**src/hw/rtl/stp_pkg.sv**
```systemverilog
// Shared types and constants for the swing peak / trough detector.
`default_nettype none

package stp_pkg;

    localparam int PRICE_BITS = 32;
    localparam int LAG_BITS   = 16;

    typedef logic [PRICE_BITS-1:0] price_t;
    typedef logic [LAG_BITS-1:0]   lag_t;

    typedef enum logic [2:0] {
        PH_PRIME,
        PH_START,
        PH_SEEK,
        PH_RISE,
        PH_FALL
    } phase_t;

    typedef struct packed {
        logic restart;
        logic step;
    } swing_ctrl_t;

    typedef struct packed {
        logic   found;
        lag_t   lag;
        price_t value;
    } swing_res_t;

endpackage

`default_nettype wire

```
**src/hw/rtl/swing_peak_trough_detector.sv**
```systemverilog
// Top level of the swing peak / trough detector: bar input stage, two swing machines, result register.
//
//  channel  | handshake                 | payload
//  ---------+---------------------------+------------------------------------------
//  bar      | bar_valid / bar_ready     | bar_high, bar_low, series_start
//  swing    | swing_valid / swing_ready | peak_found/lag/value, trough_found/lag/value
//
// One bar per cycle sustained while the result is not stalled; a taken bar is held in
// the input register, which feeds the machines and their compares into the result register.
// Reset leaves both machines awaiting a first bar, which only primes them.
// A stalled result holds the result register; the input register still takes one bar.
`default_nettype none

module swing_peak_trough_detector
    import stp_pkg::*;
(
    input  wire logic   clk,
    input  wire logic   rst_n,
    input  wire logic   bar_valid,
    output logic        bar_ready,
    input  wire price_t bar_high,
    input  wire price_t bar_low,
    input  wire logic   series_start,
    output logic        swing_valid,
    input  wire logic   swing_ready,
    output logic        peak_found,
    output lag_t        peak_lag,
    output price_t      peak_value,
    output logic        trough_found,
    output lag_t        trough_lag,
    output price_t      trough_value
);

    logic   s1_valid_reg, s1_valid_next;
    price_t s1_high_reg;
    price_t s1_low_reg;
    logic   s1_start_reg;
    price_t last_high_reg;
    price_t last_low_reg;

    logic   out_valid_reg, out_valid_next;
    logic   peak_found_reg;
    lag_t   peak_lag_reg;
    price_t peak_value_reg;
    logic   trough_found_reg;
    lag_t   trough_lag_reg;
    price_t trough_value_reg;

    logic        advance;
    logic        take;
    logic        primed_hi;
    logic        primed_lo;
    logic        prime;
    swing_ctrl_t ctrl;
    swing_res_t  res_hi;
    swing_res_t  res_lo;

    assign advance   = s1_valid_reg && (!out_valid_reg || swing_ready);
    assign bar_ready = !s1_valid_reg || advance;
    assign take      = bar_valid && bar_ready;

    assign prime = s1_start_reg || primed_hi || primed_lo;
    assign ctrl  = '{restart: advance && prime, step: advance && !prime};

    stp_swing u_high (
        .clk    (clk),
        .rst_n  (rst_n),
        .ctrl   (ctrl),
        .prev   (last_high_reg),
        .cur    (s1_high_reg),
        .res    (res_hi),
        .primed (primed_hi)
    );

    // trough side runs on inverted lows
    stp_swing u_low (
        .clk    (clk),
        .rst_n  (rst_n),
        .ctrl   (ctrl),
        .prev   (~last_low_reg),
        .cur    (~s1_low_reg),
        .res    (res_lo),
        .primed (primed_lo)
    );

    assign s1_valid_next  = take || (s1_valid_reg && !advance);
    assign out_valid_next = advance || (out_valid_reg && !swing_ready);

    always_ff @(posedge clk or negedge rst_n)
    begin
        if (!rst_n)
        begin
            s1_valid_reg  <= 1'b0;
            out_valid_reg <= 1'b0;
            last_high_reg <= '0;
            last_low_reg  <= '0;
        end
        else
        begin
            s1_valid_reg  <= s1_valid_next;
            out_valid_reg <= out_valid_next;
            if (advance)
            begin
                last_high_reg <= s1_high_reg;
                last_low_reg  <= s1_low_reg;
            end
        end
    end

    always_ff @(posedge clk)
    begin
        if (take)
        begin
            s1_high_reg  <= bar_high;
            s1_low_reg   <= bar_low;
            s1_start_reg <= series_start;
        end
        if (advance)
        begin
            peak_found_reg   <= res_hi.found;
            peak_lag_reg     <= res_hi.lag;
            peak_value_reg   <= res_hi.value;
            trough_found_reg <= res_lo.found;
            trough_lag_reg   <= res_lo.lag;
            trough_value_reg <= res_lo.found ? ~res_lo.value : '0;
        end
    end

    assign swing_valid  = out_valid_reg;
    assign peak_found   = peak_found_reg;
    assign peak_lag     = peak_lag_reg;
    assign peak_value   = peak_value_reg;
    assign trough_found = trough_found_reg;
    assign trough_lag   = trough_lag_reg;
    assign trough_value = trough_value_reg;

endmodule

`default_nettype wire

```
**src/hw/rtl/stp_swing.sv**
```systemverilog
// One swing machine that confirms peaks; the trough side feeds it inverted prices.
`default_nettype none

module stp_swing
    import stp_pkg::*;
(
    input  wire logic        clk,
    input  wire logic        rst_n,
    input  wire swing_ctrl_t ctrl,
    input  wire price_t      prev,
    input  wire price_t      cur,
    output swing_res_t       res,
    output logic             primed
);

    phase_t phase_reg, phase_next;
    price_t ref_reg, ref_next;
    price_t cand_reg, cand_next;
    lag_t   age_reg, age_next;

    price_t pair_max;
    lag_t   age_inc;
    logic   cur_gt_ref;
    logic   cur_lt_cand;
    logic   cur_gt_cand;

    assign pair_max    = (cur > prev) ? cur : prev;
    assign age_inc     = (age_reg == {LAG_BITS{1'b1}}) ? age_reg : age_reg + lag_t'(1);
    assign cur_gt_ref  = cur > ref_reg;
    assign cur_lt_cand = cur < cand_reg;
    assign cur_gt_cand = cur > cand_reg;
    assign primed      = (phase_reg == PH_PRIME);

    // next phase
    always_comb
    begin
        phase_next = phase_reg;
        if (ctrl.restart)
        begin
            phase_next = PH_START;
        end
        else if (ctrl.step)
        begin
            case (phase_reg)
                PH_START: phase_next = PH_SEEK;
                PH_SEEK:  phase_next = cur_gt_ref ? PH_RISE : PH_SEEK;
                PH_RISE:  phase_next = cur_lt_cand ? PH_FALL : PH_RISE;
                PH_FALL:  phase_next = cur_lt_cand ? PH_SEEK : PH_RISE;
                default:  phase_next = PH_START;
            endcase
        end
    end

    // datapath and result
    always_comb
    begin
        ref_next  = ref_reg;
        cand_next = cand_reg;
        age_next  = age_reg;
        res       = '0;
        if (ctrl.step && !ctrl.restart)
        begin
            age_next = age_inc;
            case (phase_reg)
                PH_START:
                begin
                    ref_next  = pair_max;
                    cand_next = '0;
                    age_next  = '0;
                end
                PH_SEEK:
                begin
                    if (cur_gt_ref)
                    begin
                        cand_next = cur;
                        age_next  = '0;
                    end
                    else
                    begin
                        ref_next = pair_max;
                    end
                end
                PH_RISE:
                begin
                    if (!cur_lt_cand)
                    begin
                        cand_next = cur;
                        age_next  = '0;
                    end
                end
                PH_FALL:
                begin
                    if (cur_lt_cand)
                    begin
                        ref_next  = pair_max;
                        res.found = 1'b1;
                        res.lag   = age_inc;
                        res.value = cand_reg;
                    end
                    else if (cur_gt_cand)
                    begin
                        cand_next = cur;
                        age_next  = '0;
                    end
                end
                default:
                begin
                    age_next = age_reg;
                end
            endcase
        end
    end

    always_ff @(posedge clk or negedge rst_n)
    begin
        if (!rst_n)
        begin
            phase_reg <= PH_PRIME;
            ref_reg   <= '0;
            cand_reg  <= '0;
            age_reg   <= '0;
        end
        else
        begin
            phase_reg <= phase_next;
            ref_reg   <= ref_next;
            cand_reg  <= cand_next;
            age_reg   <= age_next;
        end
    end

endmodule

`default_nettype wire

```
**config.mk**
```make
export PLATFORM = sky130hd
export DESIGN_NAME = swing_peak_trough_detector
export DESIGN_NICKNAME = d
export VERILOG_FILES = /design/src/hw/rtl/stp_pkg.sv /design/src/hw/rtl/swing_peak_trough_detector.sv /design/src/hw/rtl/stp_swing.sv
export SDC_FILE = /design/constraint.sdc
export NUM_CORES = 1
export LEC_CHECK = 0
export ABC_AREA = 1
export ABC_CLOCK_PERIOD_IN_PS = 5000
export BUFFER_PORTS_ARGS = -buffer_cell sky130_fd_sc_hd__buf_2
export CORE_MARGIN = 2
export CORE_UTILIZATION = 47
export CTS_CLUSTER_SIZE = 40
export DETAILED_ROUTE_END_ITERATION = 10
export PLACE_DENSITY = 0.72
export SYNTH_ARGS = -nofsm -noshare
export SYNTH_HDL_FRONTEND = slang
export SYNTH_SLANG_ARGS = --single-unit
export TNS_END_PERCENT = 5
```
**constraint.sdc**
```tcl
create_clock -name clk -period 5 [get_ports clk]
set_input_delay 0.5 -clock clk [delete_from_list [all_inputs] [get_ports clk]]
set_output_delay 0.5 -clock clk [all_outputs]
set_load 0.005 [all_outputs]
```
# --- Yosys cells after proc, flatten, opt, wreduce, memory -nomap -nowiden ---
# Cells that the tools add are included.
word_totals:
  regBits: 395
  out_inout_bits: 100
  elab_cells: 137
classes:
  addsub: 2
  magnitude_cmp: 8
  eq_ne: 22
  mux: 46
  bitwise: 3
  n_reduce_logical: 35
op_table:
  columns: ["op", "n"]
  rows:
  - ["32-bit 2-to-1 mux", 14]
  - ["32-bit one-hot mux with 4 select lines", 2]
  - ["49-bit 2-to-1 mux", 4]
  - ["32-bit greater-than comparator", 6]
  - ["32-bit one-hot mux with 3 select lines", 2]
  - ["16-bit 2-to-1 mux", 10]
  - ["16-bit one-hot mux with 4 select lines", 2]
  - ["32-bit inverter", 3]
  - ["32-bit < comparator", 2]
  - ["16-bit by 1-bit adder with 16-bit output, second input constant", 2]
  - ["16-bit == test, second input constant", 2]
  - ["3-bit one-hot mux with 4 select lines", 2]
  - ["3-bit 2-to-1 mux", 6]
  - ["3-bit by 2-bit == test with 1-bit output, second input constant", 4]
  - ["2-bit by 1-bit inequality test with 1-bit output, second input constant", 6]
  - ["2-bit inequality test, second input constant", 6]
  - ["6-bit AND reduction", 2]
  - ["4-bit AND reduction", 2]
  - ["4-bit nonzero test", 2]
  - ["1-bit logical AND", 7]
  - ["3-bit by 1-bit == test with 1-bit output, second input constant", 2]
  - ["3-bit == test, second input constant", 2]
  - ["1-bit logical NOT", 6]
  - ["3-bit logical NOT", 2]
  - ["other kinds (6)", 18]

# --- Longest topological paths before layout ---
# Gate-level depths: netlist (run 1).
depth:
  ltp_word: 8
  depth_mapped: 19

# --- Hierarchy ---
# Synthesis (run 1) repeated with hierarchy kept, for this count alone.
unflattened:
  cells_unflattened: 2785
  area_unflattened_um2: 22426.5
by_module_without_submodules:
  columns: ["module", "n_inst", "cells_each", "area_per_inst_um2"]
  rows:
  - ["swing_peak_trough_detector", 1, 559, 7903.8]
  - ["stp_swing at u_high", 1, 1117, 7265.7]
  - ["stp_swing at u_low", 1, 1109, 7257.0]

# --- Worst setup path before layout (run 1) ---
# OpenSTA, ideal clock, no wires.
synth_path:
  kind: "input -> register"
  start: "input swing_ready"
  end: "register u_high.cand_reg[12]"
  setup_ns: 0.065
  arrival_ns: 4.014
  setup_slack_ns: 0.921
  cell_stages: 12
  path_cell_list: "inv_1 -> nand2_1 -> nand2_1 -> inv_1 -> nand2_2 -> a21oi_4 -> nand2_2 -> inv_2 -> buf_4 -> buf_6 -> nand4_1 -> nand2_1"
synth_between:
  elab_chain_cells: 6
  word_cells_on_any_way: 7
synth_rtl:
  columns: ["element", "line", "source"]
  rows:
  - ["start: declaration", "swing_peak_trough_detector.sv:25", "input wire logic swing_ready,"]
  - ["1-bit logical OR (*)", "swing_peak_trough_detector.sv:58", "assign advance = s1_valid_reg && (!out_valid_reg || swing_ready);"]
  - ["1-bit logical AND (*)", "swing_peak_trough_detector.sv:58", null]
  - ["named net advance", "swing_peak_trough_detector.sv:49", "logic advance;"]
  - ["1-bit logical AND", "swing_peak_trough_detector.sv:63", "assign ctrl = '{restart: advance && prime, step: advance && !prime};"]
  - ["1-bit logical NOT", "stp_swing.sv:61", "if (ctrl.step && !ctrl.restart)"]
  - ["1-bit logical AND (*)", "stp_swing.sv:61", null]
  - ["6-bit AND reduction (no line) (*)", null, null]
  - ["end signal: assignment", "stp_swing.sv:127", "cand_reg <= cand_next;"]
  - ["end: declaration", "stp_swing.sv:18", "price_t cand_reg, cand_next;"]
# Mark *: on every way through the listed nets, which the timed path passes. The rest lies on a longest branch.
# A chain may end at the register's enable or synchronous reset.

# --- Worst setup path in the final report (run 1) ---
layout_path:
  start: "register s1_high_reg[23]"
  end: "register u_high.cand_reg[12]"
layout_between:
  elab_chain_cells: 3
  word_cells_on_any_way: 8
layout_rtl:
  columns: ["element", "line", "source"]
  rows:
  - ["start: declaration", "swing_peak_trough_detector.sv:35", "price_t s1_high_reg;"]
  - ["start signal: assignment", "swing_peak_trough_detector.sv:114", "s1_high_reg <= bar_high;"]
  - ["32-bit < comparator (tied with other cells)", "stp_swing.sv:30", "assign cur_lt_cand = cur < cand_reg;"]
  - ["2-bit inequality test (no line) or 2-bit by 1-bit inequality test with 1-bit output (tied branches)", null, null]
  - ["6-bit AND reduction (no line) (*)", null, null]
# Mark *: on every way between the ends. The rest lies on a longest branch, timed or not.

==> results.yml, run 1 <==
yosys:
  synth_nets: 2765
  yosysUniqueCellTypes: 44
  synth_cells: 2502
  post_synth.cell_area_avg_um2: 8.57
  synth-main-ff-cell: "dfrtp_1"
  synth_area_mm2: 0.0214
  postSynth.asyncResetShare_pct: 58.7
  yosysSeqAreaShare_pct: 49.9
  synth_seq_cells: 395
  yosysWarnings: 0
  synth_edf_count: 163
cts:
  cts_root_buffer: "clkbuf_16"
  clock_latency_ps: 570
  cts_sinks: 395
  cts_buffer_depth: 3
  cts_tree: "built"
  cts_resized: 0
  clkSlewWorstSetupHoldPaths_ps: 60
  htree_levels: 2
  numCtsBuffers: 45
finish:
  drive_gt1_share_pct: 10.8
  synthToLayoutAreaGrowth_pct: 13.7
  utilization_pct: 53.9
  finalNetCount: 2917
  num_antenna_cells: 0
critical_path:
  cp_data_required_time_ps: 5500
  crit_arrival_ps: 3890
  reg2regPathDepth: 11
  critPathMaxFanout: 32
  critPathKind: "flop to flop"
  setup.worst_path.end_class: "flop"
  cp-start-kind: "flop"
grt:
  grt_pass1_wl_um: 87700
  antenna_found_initial: 0
  grt_overflow: 0
  grt_max_degree: 94
  grtUsageTotal_pct: 23.0
  first_global_vias: 17300
outcome:
  outcome: "completed"
power_and_ir_drop:
  switching_power_mw: 3.74
  powerDensity_mw_per_mm2: 448
  swShare_pct: 34.2
  p_leak_nw: 12.1
  intPower_mw: 7.18
  ir_drop_v: 0.000278
  p_comb_share_pct: 28.4
  seq_power_share_pct: 40.7
  clkPwrFrac_pct: 30.9
detailed_routing:
  drt_pass1_iterations: 6
  vias: 17300
  first_iter_violations: 1305
  post_drt_wl_per_cell_um: 16.1
  viasPerCell: 5.27
  drtAntennaViolNets: 0
  drc: 0
  drt-total-wl_um: 53000
timing:
  period_needed_ps: 3390
  skew_ps: 13.8
  setup_viol: 0
  rsz0062_at_grt: "false"
  slew_viol_final: 0
  relSlewSlack_pct: 10.5
  hold_viol: 0
  fin_crit_sh_pct: 67.8
  tns_ps: 0
  fmax_ghz: 0.295
  worst_pin_slew_ps: 1340
  hold_slack_ps: 101
flow_run:
  maxCapViolCount: 0
place:
  dp_hpwl_um: 36200
  gp_congestion: 0.879
  portBuffers: 168
floorplan:
  start_util_pct: 47.5
  dieHeight_um: 218
  design.core.area_mm2: 0.0452
  die_x_um: 218
  rows: 78
  die-area_mm2: 0.0474
  io_pins: 169
min_path:
  holdPathStages: 1
  hold_class: "input pin to flop"
[Yosys cell counts (5+ instances only)]
| master | instances | area share (%) |
|---|---|---|
| a21oi_1 | 114 | 2.7 |
| buf_2 | 45 | 1.1 |
| buf_4 | 7 | 0.25 |
| clkbuf_1 | 33 | 0.58 |
| dfrtp_1 | 232 | 27 |
| edfxtp_1 | 163 | 23 |
| ha_1 | 194 | 11 |
| inv_1 | 349 | 6.1 |
| inv_2 | 6 | 0.10 |
| nand2_1 | 722 | 13 |
| nand3_1 | 107 | 2.5 |
| nand3b_1 | 5 | 0.18 |
| nand4_1 | 92 | 2.7 |
| nor2_1 | 197 | 3.4 |
| nor3_1 | 26 | 0.61 |
| o211ai_1 | 5 | 0.18 |
| o21a_1 | 10 | 0.35 |
| o21ai_0 | 123 | 2.9 |
| o21ai_1 | 15 | 0.35 |
| xor2_1 | 11 | 0.45 |
[logic make-up after synthesis]
kind of cell / share of synthesized area [%]
adders and majority gates: 11.3
AOI/OAI and AO/OA: 6.94
buffers and inverters: 8.23
xor gates and xnor gates: 0.613
DFF: 49.9
and+or+nand+nor: 23.0
[cell type report]
cell class / count / area [µm²]
fill: 4044 / 20800
sequential: 395 / 10700
multi-input combinational: 1663 / 9020
inverter: 356 / 1340
clock buffer: 68 / 1330
timing repair buffer: 193 / 1050
tap: 600 / 751
clock inverter: 16 / 190
[final timing paths]
check,startpoint,end,slack (ps)
setup / recovery,s1_high_reg[23],u_high.cand_reg[12],1610
hold / removal,bar_low[5],s1_low_reg[5],100
setup reg to reg,s1_high_reg[23],u_high.cand_reg[12],1610
hold reg to reg,u_high.cand_reg[16],u_high.cand_reg[16],480
max in group asynchronous,rst_n,u_low.ref_reg[20],3220
min in group asynchronous,rst_n,u_high.cand_reg[17],530
[cell usage in the layout, fill, tap and decap left out, drive strengths merged, types with 2 or more instances in the layout]
cell        n
o211ai      5
nor2      201
clkinvlp    2
a21o        3
inv       356
a21oi     116
xnor2       4
o21ai     138
ha        194
nor3b       3
xor2       11
o21bai      2
o21a       10
and2        3
nor4        6
nand4      92
edfxtp    163
clkinv     10
nand2     726
nand3     109
nand3b      5
o31ai       2
nor3       27
dfrtp     232
buf       192
bufinv      4
clkbuf     68
o22ai       2
[layer usage]
layer	share of wire (%)	vias up	GRT usage, %
met5	0	-	0
met4	2.6	0	7.60
met3	6.3	97	3.35
met2	46	525	37.4
met1	45	8266	31.6
li1	-	8450	-
[per-stage QoR]
stage	std cells	area, µm²	setup WS, ps	power [mW]
2_1_floorplan	2502	21400	921	6.65
3_3_place_gp	3206	22900	1610	7.39
3_5_place_dp	3206	22900	1470	7.57
4_1_cts	3291	24400	1660	11.0
5_1_grt	3291	24400	1290	11.7
6_report	3291	24400	1610	10.9
[power by group through the flow]
stage                     Clock (mW)  Sequential (mW)  Combinational, mW
after floorplan                    0             4.38               2.27
after global placement             0             4.47               2.93
after detailed placement           0             4.48               3.08
after CTS                       3.45             4.44               3.10
after global routing            3.58             4.52               3.62
final                           3.37             4.44               3.10
[repair_timing]
item                                    CTS  global route
hold buffers                              1             0
endpoints found under the setup margin    0             0
buffers inserted                          0             0
endpoints found under the hold margin    84             0
[worst max-delay path, cell delays in order (launching register included)]
cell and delay [ps]:
edfxtp_1 470, ha_1 350, nand2_1 80, nor2_1 200, inv_1 80, nor3_1 430, nand2_1 170, nand2_1 180
nand2_1 70, nand2_1 970, nand4_1 210, nand2_1 110
(Power assumes the default switching activity.)
==> inputs of run 2 (changes only) <==
- ABC_AREA: 1 -> 0
- ABC_CLOCK_PERIOD_IN_PS: 5000 -> 2750
- PLACE_DENSITY: 0.72 -> 0.75
- clock period: 5 -> 2.75 ns (I/O delays scaled with it)
==> results.yml, run 2 <==
yosys:
  yosysMostFrequentCell: "dfrtp_1"
  yosysUniqueCellTypes: 67
  synthAdderAreaFrac_pct: 11.8
  synth_nets: 2174
  yosys-top-cells-area: "dfrtp_1 28%, edfxtp_1 24%, ha_1 12%"
  yosysSeqAreaShare_pct: 52.1
  synth_area_mm2: 0.0205
  synth_common_cells: "232 x dfrtp_1, 201 x inv_1, 194 x ha_1"
  yosys.area_share.simple_pct: 11.9
  synthXorXnorAreaFrac_pct: 0.768
  synth_seq_cells: 395
  synth-main-ff-cell: "dfrtp_1"
  synthMuxAreaShare_pct: 6.62
  synth_top_family_by_area: "simple AND/OR/NAND/NOR gates"
  yosysWarnings: 0
  post_synth.cell_area_avg_um2: 10.7
  synth_area_leader_cell: "dfrtp_1"
  synth_compound_area_share_pct: 11.4
  synth_edf_count: 163
  synth_top_area_share_pct: 28.3
  postSynth.asyncResetShare_pct: 58.7
  synth_cells: 1911
flow_run:
  maxCapViolCount: 0
finish:
  layout_commonest_cell: "buf_4"
  synthToLayoutAreaGrowth_pct: 33.1
  num_antenna_cells: 0
  drive_gt1_share_pct: 28.8
  finalNetCount: 2678
  register_area_mm2: 0.0107
  multi_input_area_mm2: 0.00941
  most-common-layout-cells: "254 x buf_4, 232 x dfrtp_1, 182 x inv_1"
  n_fill_cell: 3208
floorplan:
  die_x_um: 213
  dieHeight_um: 213
  io_pins: 169
  die-area_mm2: 0.0454
  start_util_pct: 47.7
  design.core.area_mm2: 0.0431
  rows: 76
critical_path:
  r2r-start: "s1_low_reg[15]"
  crit_buf_inv: 4
  crit_top_cell: "buf_4"
  crit_arrival_ps: 3570
  crit_chain: "inv_2 -> buf_4 -> ha_4 -> nand4_1 -> nor3_2 -> a21boi_2 -> or4b_4 -> a22oi_2 -> buf_4 -> a211oi_4 -> buf_6 -> or4b_1 -> o21ai_1"
  r2r-end: "u_low.age_reg[11]"
  reg2regPathDepth: 13
  critPathKind: "flop to flop"
  path_delay_family: "simple AND/OR/NAND/NOR gates"
  cp-start-kind: "flop"
  critical_path.slowest_cell: "or4b_4"
  cp_data_required_time_ps: 3240
  critPathMaxFanout: 11
  setup.worst_path.end_class: "flop"
  cpPeakStageDelay_ps: 510
  rrSetupSlack_ps: -320
place:
  gp_congestion: 0.907
  pre_cts_ws_ps: -685
  portBuffers: 168
  dp_hpwl_um: 36800
cts:
  clock_latency_ps: 580
  cts_root_buffer: "clkbuf_16"
  numCtsBuffers: 44
  cts_sinks: 395
  htree_levels: 2
  cts_buffer_depth: 3
  clkSlewWorstSetupHoldPaths_ps: 60
  cts_tree: "built"
detailed_routing:
  drtAntennaViolNets: 0
  first_iter_violations: 1127
  drt-total-wl_um: 54700
  post_drt_wl_per_cell_um: 18.0
  viasPerCell: 5.44
  drc: 0
  drt_pass1_iterations: 5
  vias: 16500
power_and_ir_drop:
  p_leak_nw: 12.8
  powerDensity_mw_per_mm2: 832
  ir_drop_v: 0.000618
outcome:
  outcome: "finished, violations left"
  violations: "setup timing"
timing:
  setup_viol: 229
  period_needed_ps: 3070
  setup_ws_ps: -323
  rsz0062_at_grt: "true"
  relSlewSlack_pct: 51.5
  tns_ps: -37680
  hold_viol: 0
  skew_ps: 21.9
  fin_crit_sh_pct: 112
  fmax_ghz: 0.325
  hold_slack_ps: 219
  worst_pin_slew_ps: 727
  slew_viol_final: 0
grt:
  grt_max_degree: 103
  grt_overflow: 0
  first_global_vias: 17100
  grt_pass1_wl_um: 88300
  grtUsageTotal_pct: 24.6
  antenna_found_initial: 0
min_path:
  hold_class: "input pin to asynchronous set/reset pin"
[run 2: cell count changes after synthesis, moves of 18 or more]
cell,delta
nor2_1,-37
buf_2,-30
o21ai_1,+18
nand3_1,-39
a22o_1,+46
a21o_1,+21
inv_1,-148
mux2i_1,+96
nand2_1,-576
a21oi_1,-21
mux2_2,+34
nand4_1,-45
[run 2: cell families after synthesis]
family / Yosys count
xor+xnor: 18
mux: 131
fa+ha+maj: 194
compound gates: 376
simple gates: 523
buf+inv: 274
flops: 395
[run 2: layout make-up]
| cell class | count | area share, % |
|---|---|---|
| clock buffer | 57 | 4.47 |
| clock inverter | 25 | 1.52 |
| inverter | 201 | 2.78 |
| multi-input combinational | 1242 | 34.4 |
| sequential | 395 | 39.2 |
| tap | 585 | 2.68 |
| timing repair buffer | 531 | 15.0 |
[run 2: metal layers]
layer  share of wire, %  GRT usage, %  vias up
li1                   -             -     7819
met1                 43          33.2     8061
met4                3.0          8.71        0
met2                 48          40.4      532
met3                5.8          4.12      118
met5                  0             0        -
[run 2: what timing repair did]
action | 4_1_cts | 5_1_grt
setup buffers | 20 | 5
hold buffers | 69 | 0
hold endpoints to repair | 120 | 0
setup endpoints to repair | 261 | 261
pin swaps | 36 | 18
cloned | 2 | 0
resized for setup | 124 | 48
[run 2: how the worst max path moves through the flow]
stage	depth (start not counted)	endpoint	slack [ps]	start
floorplan	11	u_high.cand_reg[11]	-130	s1_high_reg[26]
global placement	9	u_high.age_reg[3]	-580	s1_high_reg[29]
detailed placement	9	u_high.age_reg[10]	-690	s1_high_reg[17]
CTS	10	u_high.cand_reg[23]	-250	s1_high_reg[21]
global route	12	u_low.age_reg[11]	-400	s1_low_reg[19]
finish	13	u_low.age_reg[11]	-320	s1_low_reg[15]
[run 2: through the flow]
step                      power, mW  util, %  cell area [µm²]  instances
after floorplan                12.2        -            20600       1911
final                          22.7     63.4            27300       3036
after detailed placement       15.3     55.9            24100       2858
after CTS                      22.6     62.9            27100       3031
after global placement         14.9     55.9            24100       2858
after global routing           24.1     63.4            27300       3036
[run 2: worst reg2reg max path: stages (launching register included)]
cell	delay, ps
edfxtp_1	460
inv_2	120
buf_4	140
ha_4	200
nand4_1	190
nor3_2	90
a21boi_2	160
or4b_4	510
a22oi_2	170
buf_4	150
a211oi_4	50
buf_6	160
or4b_1	480
o21ai_1	100
[run 2: report_power, final]
part,leakage [nW],switching (mW),internal [mW]
clock network,0.796,2.49,4.18
logic,7.52,4.20,3.84
registers,4.51,0.649,7.39
total,12.8,7.33,15.4
==> inputs of run 3 (changes only) <==
- SETUP_SLACK_MARGIN: unset -> 0.3
==> results.yml, run 3 (synthesized netlist as in run 2, its figures left out) <==
outcome:
  outcome: "finished, violations left"
  violations: "setup timing"
timing:
  hold_viol: 0
  period_needed_ps: 3050
  tns_ps: -36620
  fin_crit_sh_pct: 111
  skew_ps: 20.4
  setup_viol: 215
  worst_pin_slew_ps: 739
  fmax_ghz: 0.328
  slew_viol_final: 0
  rsz0062_at_grt: "true"
  relSlewSlack_pct: 50.7
  setup_ws_ps: -303
floorplan:
  dieHeight_um: 213
  die-area_mm2: 0.0454
  die_x_um: 213
  design.core.area_mm2: 0.0431
  rows: 76
  start_util_pct: 47.7
  io_pins: 169
cts:
  cts_buffer_depth: 3
  numCtsBuffers: 44
  clkSlewWorstSetupHoldPaths_ps: 60
  cts_tree: "built"
  htree_levels: 2
  cts_sinks: 395
  clock_latency_ps: 580
  cts_root_buffer: "clkbuf_16"
place:
  portBuffers: 168
  dp.cells: 2858
  dp_hpwl_um: 36800
  placed_cell_area_mm2: 0.0241
  gp_congestion: 0.907
  pre_cts_ws_ps: -685
detailed_routing:
  drt-total-wl_um: 55100
  vias: 16500
  drtAntennaViolNets: 0
  drc: 0
  post_drt_wl_per_cell_um: 18.1
  first_iter_violations: 1098
  drt_pass1_iterations: 6
  viasPerCell: 5.44
finish:
  layout_commonest_cell: "buf_4"
  most-common-layout-cells: "252 x buf_4, 232 x dfrtp_1, 180 x inv_1"
  finalNetCount: 2680
  n_fill_cell: 3188
  multi_input_area_mm2: 0.00955
  drive_gt1_share_pct: 29.4
  register_area_mm2: 0.0107
  final_cell_count_no_fill: 3038
  num_antenna_cells: 0
  postLayoutCellArea_mm2: 0.0275
  utilization_pct: 63.9
  synthToLayoutAreaGrowth_pct: 34.0
critical_path:
  rrSetupSlack_ps: -300
  crit_buf_inv: 4
  reg2regPathDepth: 13
  startpoint: "s1_low_reg[15]"
  critPathMaxFanout: 11
  r2r-start: "s1_low_reg[15]"
  cpPeakStageDelay_ps: 510
  cp_data_required_time_ps: 3240
  crit_top_cell: "buf_4"
  critPathKind: "flop to flop"
  critical_path.slowest_cell: "or4b_4"
  path_delay_family: "simple AND/OR/NAND/NOR gates"
  cp-start-kind: "flop"
  r2r-end: "u_low.age_reg[11]"
  crit_arrival_ps: 3550
  setup.worst_path.end_class: "flop"
  crit_chain: "inv_2 -> buf_4 -> ha_4 -> nand4_1 -> nor3_2 -> a21boi_2 -> or4b_4 -> a22oi_2 -> buf_4 -> a211oi_4 -> buf_6 -> or4b_1 -> o21ai_1"
power_and_ir_drop:
  p_leak_nw: 12.9
  ir_drop_v: 0.000632
  clkPwrFrac_pct: 29.1
  powerDensity_mw_per_mm2: 831
  swShare_pct: 32.3
  switching_power_mw: 7.39
  intPower_mw: 15.5
  p_comb_share_pct: 35.7
  seq_power_share_pct: 35.2
grt:
  antenna_found_initial: 0
  grt_pass1_wl_um: 88500
  first_global_vias: 17100
  grt_overflow: 0
  grt_max_degree: 103
  grtUsageTotal_pct: 24.7
flow_run:
  maxCapViolCount: 0
min_path:
  hold_class: "input pin to asynchronous set/reset pin"
==> run 3: cell count changes in the layout (fill, tap and decap cells not counted), moves of 3 or more <==
| cell | previous run | this run |
|---|---|---|
| nor2_2 | 18 | 14 |
| nor2_4 | 6 | 16 |
| o21ai_0 | 99 | 96 |
| nor2_1 | 137 | 131 |
| ha_4 | 21 | 25 |
| ha_1 | 173 | 169 |
==> run 3: cell type report <==
| class | count | share of cell area [%] |
|---|---|---|
| Clock inverter | 25 | 1.51 |
| Timing Repair Buffer | 533 | 15.0 |
| Multi-Input combinational cell | 1242 | 34.7 |
| Tap cell | 585 | 2.66 |
| Clock buffer | 57 | 4.44 |
| Inverter | 201 | 2.76 |
| Sequential cell | 395 | 38.9 |
==> run 3: layer usage <==
| metal | wire [µm] | up-vias | GRT usage (%) |
|---|---|---|---|
| li1 | - | 7820 | - |
| met1 | 24000 | 8047 | 33.1 |
| met2 | 26200 | 548 | 40.5 |
| met3 | 3150 | 120 | 4.27 |
| met4 | 1750 | 0 | 8.73 |
| met5 | 0 | - | 0 |
==> run 3: how the worst max path moves through the flow <==
stage / cells after the start / slack (ps) / endpoint
2_1_floorplan: 11 / -130 / u_high.cand_reg[11]
3_3_place_gp: 9 / -580 / u_high.age_reg[3]
3_5_place_dp: 9 / -690 / u_high.age_reg[10]
4_1_cts: 10 / -250 / u_high.cand_reg[23]
5_1_grt: 12 / -400 / u_low.age_reg[11]
6_report: 13 / -300 / u_low.age_reg[11]
==> run 3: stage by stage <==
step	power [mW]	hold slack, ps
after floorplan	12.2	-20.6
after global placement	14.9	246
after detailed placement	15.3	242
after CTS	22.6	224
after global routing	24.2	255
final	22.9	220
==> run 3: power groups by stage <==
stage / Combinational [mW] / Clock [mW] / Sequential (mW)
after floorplan: 4.28 / 0 / 7.96
after global placement: 6.82 / 0 / 8.04
after detailed placement: 7.16 / 0 / 8.11
after CTS: 7.84 / 6.77 / 8.02
after global routing: 9.00 / 7.02 / 8.16
final: 8.15 / 6.66 / 8.05
==> run 3: what timing repair did <==
action / CTS / global route
endpoints found under the hold margin: 120 / 0
resized for setup: 161 / 48
pin swaps: 47 / 30
setup buffers: 20 / 7
endpoints found under the setup margin: 264 / 264
hold buffers: 69 / 0
cloned: 2 / 0
